$ cat src/hdl/cht_pkg.sv
// ----------------------------------------------------------------------------
// cht_pkg: shared types and constants for the clustered hash table
// Entry layout, operation codes, register indexes and the
// controller/datapath command and status bundles.
// ----------------------------------------------------------------------------
package cht_pkg;

  localparam int ENTRY_W = 80;

  typedef struct packed {
    logic [15:0] tag;
    logic [7:0]  depth;
    logic [7:0]  genbound;
    logic [15:0] move;
    logic [15:0] value;
    logic [15:0] eval;
  } entry_t;

  localparam logic [2:0] KIND_PROBE = 3'd0;
  localparam logic [2:0] KIND_STORE = 3'd1;
  localparam logic [2:0] KIND_NEWS  = 3'd2;
  localparam logic [2:0] KIND_CLEAR = 3'd3;
  localparam logic [2:0] KIND_OCC   = 3'd4;

  localparam int         CFG_IDX_W = 2;
  localparam logic [1:0] CFG_DOFF  = 2'd0;
  localparam logic [1:0] CFG_NONE  = 2'd1;

  localparam logic [3:0]  DOFF_RST  = 4'hD;
  localparam logic [15:0] NONE_RST  = 16'd32002;
  localparam logic [1:0]  BND_EXACT = 2'd3;
  localparam logic [7:0]  GEN_STEP  = 8'd8;
  localparam logic [7:0]  AGE_BIAS  = 8'd7;   // 263 modulo 256
  localparam logic [7:0]  AGE_MASK  = 8'hF8;
  localparam int          PERMILLE  = 1000;
  localparam int          QUOT_W    = 10;

  typedef struct packed {
    logic latch;
    logic gen_add;
    logic gen_clr;
    logic sw_init;
    logic clr_step;
    logic mul_lo;
    logic mul_hi;
    logic rd_probe;
    logic rd_store;
    logic wr_store;
    logic occ_step;
    logic occ_mul;
    logic div_step;
    logic res_probe;
    logic res_zero;
    logic res_occ;
  } cmd_t;

  typedef struct packed {
    logic clr_last;
    logic occ_last;
  } sts_t;

  function automatic logic [7:0] age_f(input logic [7:0] gen, input logic [7:0] gb);
    age_f = (AGE_BIAS + gen - gb) & AGE_MASK;
  endfunction

endpackage

$ cat src/hdl/cht_ctrl.sv
// ----------------------------------------------------------------------------
// cht_ctrl: operation sequencer
// One-hot state machine that steps the datapath through probe, store,
// new search, clear and occupancy operations.
// ----------------------------------------------------------------------------
module cht_ctrl (
  input  logic              clk,
  input  logic              rst,
  input  logic              start,
  input  logic [2:0]        kind,
  output logic              busy,
  output cht_pkg::cmd_t     cmd,
  input  cht_pkg::sts_t     sts
);

  typedef enum logic [11:0] {
    S_CLR  = 12'b000000000001,
    S_IDLE = 12'b000000000010,
    S_MLO  = 12'b000000000100,
    S_MHI  = 12'b000000001000,
    S_RD   = 12'b000000010000,
    S_EVAL = 12'b000000100000,
    S_FIN  = 12'b000001000000,
    S_OSWP = 12'b000010000000,
    S_ODRN = 12'b000100000000,
    S_OMUL = 12'b001000000000,
    S_DIV  = 12'b010000000000,
    S_OOUT = 12'b100000000000
  } state_t;

  state_t state, state_next;
  logic   is_store, is_store_next;
  logic   pend, pend_next;

  always_ff @(posedge clk) begin
    if (rst) begin
      state    <= S_CLR;
      is_store <= 1'b0;
      pend     <= 1'b0;
    end else begin
      state    <= state_next;
      is_store <= is_store_next;
      pend     <= pend_next;
    end
  end

  assign busy = (state != S_IDLE);

  always_comb begin
    state_next    = state;
    is_store_next = is_store;
    pend_next     = pend;
    cmd           = '0;
    case (state)
      S_CLR: begin
        cmd.clr_step = 1'b1;
        if (sts.clr_last) begin
          pend_next  = 1'b0;
          state_next = pend ? S_FIN : S_IDLE;
        end
      end
      S_IDLE: begin
        if (start) begin
          cmd.latch     = 1'b1;
          is_store_next = (kind == cht_pkg::KIND_STORE);
          case (kind)
            cht_pkg::KIND_PROBE: state_next = S_MLO;
            cht_pkg::KIND_STORE: state_next = S_RD;
            cht_pkg::KIND_NEWS: begin
              cmd.gen_add = 1'b1;
              state_next  = S_FIN;
            end
            cht_pkg::KIND_CLEAR: begin
              cmd.gen_clr = 1'b1;
              cmd.sw_init = 1'b1;
              pend_next   = 1'b1;
              state_next  = S_CLR;
            end
            cht_pkg::KIND_OCC: begin
              cmd.sw_init = 1'b1;
              state_next  = S_OSWP;
            end
            default: state_next = S_FIN;
          endcase
        end
      end
      S_MLO: begin
        cmd.mul_lo = 1'b1;
        state_next = S_MHI;
      end
      S_MHI: begin
        cmd.mul_hi = 1'b1;
        state_next = S_RD;
      end
      S_RD: begin
        cmd.rd_store = is_store;
        cmd.rd_probe = !is_store;
        state_next   = S_EVAL;
      end
      S_EVAL: begin
        cmd.wr_store  = is_store;
        cmd.res_zero  = is_store;
        cmd.res_probe = !is_store;
        state_next    = S_IDLE;
      end
      S_FIN: begin
        cmd.res_zero = 1'b1;
        state_next   = S_IDLE;
      end
      S_OSWP: begin
        cmd.occ_step = 1'b1;
        if (sts.occ_last) state_next = S_ODRN;
      end
      S_ODRN: state_next = S_OMUL;   // last row lands in the count here
      S_OMUL: begin
        cmd.occ_mul = 1'b1;
        state_next  = S_DIV;
      end
      S_DIV: begin
        cmd.div_step = 1'b1;
        state_next   = S_OOUT;
      end
      S_OOUT: begin
        cmd.res_occ = 1'b1;
        state_next  = S_IDLE;
      end
      default: state_next = S_IDLE;
    endcase
  end

`ifndef SYNTHESIS
  a_accept_leaves_idle: assert property (@(posedge clk) disable iff (rst)
    (start && state == S_IDLE) |=> (state != S_IDLE))
    else $error("accepted beat did not start an operation");

  a_occ_out_after_div: assert property (@(posedge clk) disable iff (rst)
    (state == S_OOUT) |-> $past(state == S_DIV))
    else $error("occupancy result without a finished division");
`endif

endmodule

$ cat config.mk
export PLATFORM = sky130hd
export DESIGN_NAME = cht_ctrl
export DESIGN_NICKNAME = d
export VERILOG_FILES = /design/src/hdl/cht_pkg.sv /design/src/hdl/cht_ctrl.sv
export SDC_FILE = /design/constraint.sdc
export NUM_CORES = 1
export LEC_CHECK = 0
export BUFFER_PORTS_ARGS = -buffer_cell sky130_fd_sc_hd__clkbuf_2
export CAP_MARGIN = 20
export CORE_UTILIZATION = 45
export CTS_CLUSTER_SIZE = 20
export DETAILED_ROUTE_END_ITERATION = 8
export PLACE_DENSITY = 0.66
export SYNTH_ARGS = -nofsm -noshare
export SYNTH_HDL_FRONTEND = slang
export SYNTH_SLANG_ARGS = --single-unit
$ cat constraint.sdc
create_clock -name clk -period 2.1 [get_ports clk]
set_input_delay 0.105 -clock clk [delete_from_list [all_inputs] [get_ports clk]]
set_output_delay 0.105 -clock clk [all_outputs]
set_load 0.01 [all_outputs]
==> flow_metrics.env, run 1 <==
export IMPL_clock_sinks=14
export IMPL_dp_hpwl_um=1660
export IMPL_clk_pin_slew_ns=0.09
export IMPL_final_area_um2=1170
export IMPL_use_met3_pct=5.03
export IMPL_synth_top_area_share_pct=28.9
export IMPL_synth_ff_type="dfxtp_1"
export IMPL_start_util_pct=48.4
export IMPL_synth_fa_ha_area_share_pct=0
export IMPL_viasPerCell=5.45
export IMPL_vias=949
export IMPL_grt_pass1_vias=858
export IMPL_drt_wl_total_um=2320
export IMPL_worst_pin_slew_ns=0.476
export IMPL_grt_antenna_before_repair=0
export IMPL_synthesis_area_um2=968
export IMPL_post_drt_wl_per_cell_um=13.3
export IMPL_n_fill_cell=199
export IMPL_clk_latency_ns=0.30
export IMPL_skew_ns=0.000868
export IMPL_r2r_start="state[5]"
export IMPL_final_nets=156
export IMPL_timing_hold_violations_final=0
export IMPL_synth_seq_cells=14
export IMPL_antennaDiodeCount=0
export IMPL_synth_nets=128
export IMPL_postCtsHoldBufs=0
export IMPL_power_w=0.000706
export IMPL_worstPathMaxFanout=5
export IMPL_final_cell_mix="24 x clkbuf_2, 18 x nor2_1, 13 x dfxtp_1, 8 x inv_1, 8 x a21oi_1"
export IMPL_portBuffers=24
export IMPL_root_buffer="clkbuf_4"
export IMPL_avgSynthCellArea_um2=8.07
export IMPL_grt_use_met1_pct=29.4
export IMPL_busiest_layer="met2"
export IMPL_grt_pass1_wl_um=3880
export IMPL_std_cell_rows=16
export IMPL_drv_cap=0
export IMPL_die_w_um=48.4
export IMPL_fin_setup_tns_ns=0
export IMPL_maxSlewViolCount=0
export IMPL_async_reset_ff_share_pct=0
export IMPL_ios=25
export IMPL_area_growth_syn_to_layout_pct=20.9
export IMPL_met2_usage_pct=32.4
export IMPL_path_class="register to output port"
export IMPL_first_pass_iters=4
export IMPL_finalCritPeriodShare_pct=93.0
export IMPL_worst_setup_path_start_kind="register"
export IMPL_die_area_um2=2340
export IMPL_fmax_mhz=512
export IMPL_synthMuxAreaShare_pct=2.20
export IMPL_placed_area_um2=1070
export IMPL_synth_edf_count=0
export IMPL_numCtsBuffers=3
export IMPL_synth_simple_gate_area_share_pct=44.4
export IMPL_ys_types=42
export IMPL_drtIter0Drc=37
export IMPL_synth_area_leaders="dfxtp_1 29%, nor2_1 7.8%, a21oi_1 4.1%, nor3_1 3.6%, buf_6 3.5%"
export IMPL_cp_end_kind="output port"
export IMPL_drtAntennaViolNets=0
export IMPL_grt_remaining_overflow=0
export IMPL_htree_num_levels=1
export IMPL_crit_required_ns=2.00
export IMPL_core_um2=2000
export IMPL_yosys_warnings=0
export IMPL_cp_startpoint="state[2]"
export IMPL_route_detailed_drc=0
export IMPL_placed_cells=165
export IMPL_ir_worst_vdd_uv=314
export IMPL_worst_hold_path_type="input port to register"
export IMPL_finalNonFillerCells=174
export IMPL_syn_inst=120
export IMPL_p_leak_nw=0.510
export IMPL_synthXorXnorAreaFrac_pct=1.81
export IMPL_final_common_cell="clkbuf_2"
export IMPL_hold_start="rst"
export IMPL_grt_max_degree=9
export IMPL_drive_gt1_share_pct=33.3
export IMPL_gp_congestion=0.801
export IMPL_relSlewSlack_pct=68.0
export IMPL_p_per_area_nw_per_um2=603
export IMPL_clk_path_buf_depth=2
export IMPL_setup_viol=0
export IMPL_cts_tree="built"
export IMPL_synth_top_area_cell="dfxtp_1"
export IMPL_rsz0062_at_grt="no"
export IMPL_synth_top_family_by_area="simple AND/OR/NAND/NOR gates"
export IMPL_run_status="completed"
export IMPL_synth_compound_area_share_pct=14.6
export IMPL_ys_seq_area_share_pct=28.9
export IMPL_min_period_ns=1.95
export IMPL_cp_data_arrival_time_ns=1.85
export IMPL_grt_use_total_pct=21.7
export IMPL_die_h_um=48.4
[kinds of logic after synthesis]
logic type | count (synthesis)
buf+inv | 14
xor+xnor | 2
compound gates | 20
simple gates | 68
flops | 14
mux | 2
[metrics by stage]
stage | setup slack, ns | hold WS [ns] | utilization [%]
after global routing | 0.0113 | 0.0605 | 58.5
after floorplan | 0.459 | 0.177 | -
final | 0.148 | 0.0550 | 58.5
after CTS | 0.0421 | 0.0567 | 56.7
after global placement | 0.342 | 0.364 | 53.7
after detailed placement | 0.258 | 0.373 | 53.7
[final cells by class]
class	instances	area, um^2	area share, %
clock buffers	4	36.3	3.10
inverters	8	30.0	2.56
multi-input cells	92	632	54.0
flip-flops and latches	14	282	24.0
well taps	27	33.8	2.88
repair buffers	29	158	13.5
[power breakdown]
part           switching, W  internal (W)  total (W)  leakage (nW)
sequential        0.0000202      0.000276   0.000297         0.114
clock              0.000101      0.000106   0.000207        0.0210
combinational      0.000113     0.0000889   0.000202         0.375
[path summary, 6_finish.rpt]
| kind | end | slack [ns] | depth (start not counted) |
|---|---|---|---|
| setup / recovery | cmd[14] | 0.15 | 5 |
| hold / removal | state[1] | 0.06 | 2 |
| setup reg to reg | state[10] | 0.33 | 5 |
| hold reg to reg | state[1] | 0.53 | 2 |
[sequential cells by signal, summed over array words and instances, names as in the netlist]
| register | cells |
|---|---|
| state | 12 |
| is_store | 1 |
| pend | 1 |
[synthesized netlist by cell type (2+ instances only)]
master	count
inv_1	8
nor2_1	20
nor3b_1	4
buf_2	2
nand2_1	4
nand3_1	5
a21oi_1	8
o21ai_0	5
nor4b_1	3
dfxtp_1	14
nand4_1	2
nand3b_1	4
buf_6	3
xor2_1	2
nor3_1	7
nand2_4	3
[per-layer routing]
metal  part of all wire (%)  up-vias
met4                    1.6        0
met5                      0        -
met2                     45       36
met1                     48      426
li1                       -      483
met3                    5.4        4
[worst max-delay path: stages (launching register included)]
cell and delay, ns:
dfxtp_1 0.36, nor4_4 0.35, and4_4 0.31, nand2_4 0.08, nor4b_2 0.27, clkbuf_2 0.18
[what timing repair did]
| action | 4_1_cts | 5_1_grt |
|---|---|---|
| endpoints found under the setup margin | 1 | 3 |
| resized for setup | 1 | 5 |
| buffers inserted | 3 | 2 |
| pin swaps | 1 | 1 |
Power figures use the tool's default switching activity.
==> run 2: changes to the inputs <==
- CORE_MARGIN: not set -> 5
==> flow_metrics.env, run 2 (synthesis results as in run 1) <==
export IMPL_worst_hold_path_type="input port to register"
export IMPL_fmax_mhz=509
export IMPL_final_cell_mix="24 x clkbuf_2, 18 x nor2_1, 13 x dfxtp_1, 8 x inv_1, 8 x a21oi_1"
export IMPL_post_drt_wl_per_cell_um=13.4
export IMPL_drive_gt1_share_pct=32.2
export IMPL_slowest_delay_ns=0.40
export IMPL_finalNonFillerCells=173
export IMPL_rrSetupSlack_ns=0.35
export IMPL_holdPathStages=2
export IMPL_gp_congestion=0.860
export IMPL_grt_remaining_overflow=0
export IMPL_die_area_um2=3180
export IMPL_final_area_um2=1160
export IMPL_relSlewSlack_pct=69.3
export IMPL_start_util_pct=48.4
export IMPL_timing_hold_violations_final=0
export IMPL_vias=942
export IMPL_r2r_cells=6
export IMPL_grt_pass1_vias=818
export IMPL_reg2reg_to="state[11]"
export IMPL_grt_pass1_wl_um=3880
export IMPL_portBuffers=24
export IMPL_worst_setup_path_start_kind="register"
export IMPL_die_h_um=56.4
export IMPL_crit_chain="nor3_4 > buf_4 > nand3_1 > or3_1 > nor2_1 > clkbuf_2"
export IMPL_skew_ns=0.00500
export IMPL_final_common_cell="clkbuf_2"
export IMPL_hold_start="rst"
export IMPL_cp_data_arrival_time_ns=1.86
export IMPL_p_leak_nw=0.502
export IMPL_fin_util_pct=57.8
export IMPL_route_detailed_drc=0
export IMPL_p_per_area_nw_per_um2=593
export IMPL_run_status="completed"
export IMPL_core_um2=2000
export IMPL_fin_setup_tns_ns=0
export IMPL_largest_reg_flops=12
export IMPL_path_class="register to output port"
export IMPL_cts_tree="built"
export IMPL_dp_hpwl_um=1730
export IMPL_final_nets=155
export IMPL_top_register="state"
export IMPL_hold_end="is_store"
export IMPL_drtAntennaViolNets=0
export IMPL_reg_top3="state (12), is_store (1), pend (1)"
export IMPL_setup_viol=0
export IMPL_placed_cells=165
export IMPL_clock_sinks=14
export IMPL_crit_required_ns=2.00
export IMPL_clk_path_buf_depth=2
export IMPL_grt_use_total_pct=15.2
export IMPL_ios=25
export IMPL_clk_pin_slew_ns=0.09
export IMPL_worstPathMaxFanout=7
export IMPL_finalCritPeriodShare_pct=93.6
export IMPL_drv_cap=0
export IMPL_drtIter0Drc=29
export IMPL_cp_end_kind="output port"
export IMPL_die_w_um=56.4
export IMPL_numCtsBuffers=3
export IMPL_whs_ns=0.0583
export IMPL_grt_max_degree=11
export IMPL_min_period_ns=1.97
export IMPL_r2r_start="state[10]"
export IMPL_postCtsHoldBufs=0
export IMPL_htree_num_levels=1
export IMPL_drt_wl_total_um=2310
export IMPL_antennaDiodeCount=0
export IMPL_clk_latency_ns=0.29
export IMPL_viasPerCell=5.45
export IMPL_ir_worst_vdd_uv=409
export IMPL_placed_area_um2=1070
export IMPL_first_pass_iters=4
export IMPL_worst_pin_slew_ns=0.457
export IMPL_grt_antenna_before_repair=0
export IMPL_std_cell_rows=16
export IMPL_area_growth_syn_to_layout_pct=19.5
export IMPL_maxSlewViolCount=0
export IMPL_root_buffer="clkbuf_4"
export IMPL_cp_slowest_cell="dfxtp_1"
-- run 2: worst max-delay path by stage --
stage | startpoint | endpoint | cells after the start
after floorplan | state[9] | cmd[14] | 6
after global placement | state[9] | cmd[14] | 5
after detailed placement | state[9] | cmd[14] | 5
after CTS | state[9] | cmd[14] | 5
after global routing | state[3] | cmd[14] | 5
final | state[10] | cmd[8] | 6
-- run 2: power breakdown --
part | internal (W) | switching (W) | total (W) | leakage (nW)
combinational | 0.0000813 | 0.000111 | 0.000192 | 0.367
sequential | 0.000276 | 0.0000189 | 0.000295 | 0.114
clock | 0.000106 | 0.0000934 | 0.000199 | 0.0210
total | 0.000463 | 0.000224 | 0.000687 | 0.502
-- run 2: critical path: cells and delay by family (launching register included) --
family / cells / cell delay, ns
flops: 1 / 0.40
buf+inv: 2 / 0.33
simple gates: 4 / 0.84
-- run 2: area by class of cell --
| class | instances | area [um^2] |
|---|---|---|
| clock buffers | 4 | 36.3 |
| fillers | 200 | 845 |
| inverters | 8 | 30.0 |
| multi-input cells | 92 | 626 |
| flip-flops and latches | 14 | 282 |
| well taps | 27 | 33.8 |
| repair buffers | 28 | 150 |
-- run 2: timing repair --
item	4_1_cts	5_1_grt
buffers inserted	0	4
pin swaps	0	1
setup endpoints to repair	1	6
resized for setup	1	4
-- run 2: layer usage --
layer	vias to the layer above	track usage, %	share of wire, %
met4	0	5.08	1.2
li1	481	-	-
met1	428	21.1	49
met3	2	4.82	5.4
met2	31	21.9	45
met5	-	0	0
-- run 2: stage by stage --
stage / worst slack, ns / total power (W)
floorplan: 0.459 / 0.000453
finish: 0.135 / 0.000687
global route: -0.0350 / 0.000727
global placement: 0.332 / 0.000483
detailed placement: 0.292 / 0.000483
CTS: 0.0299 / 0.000686
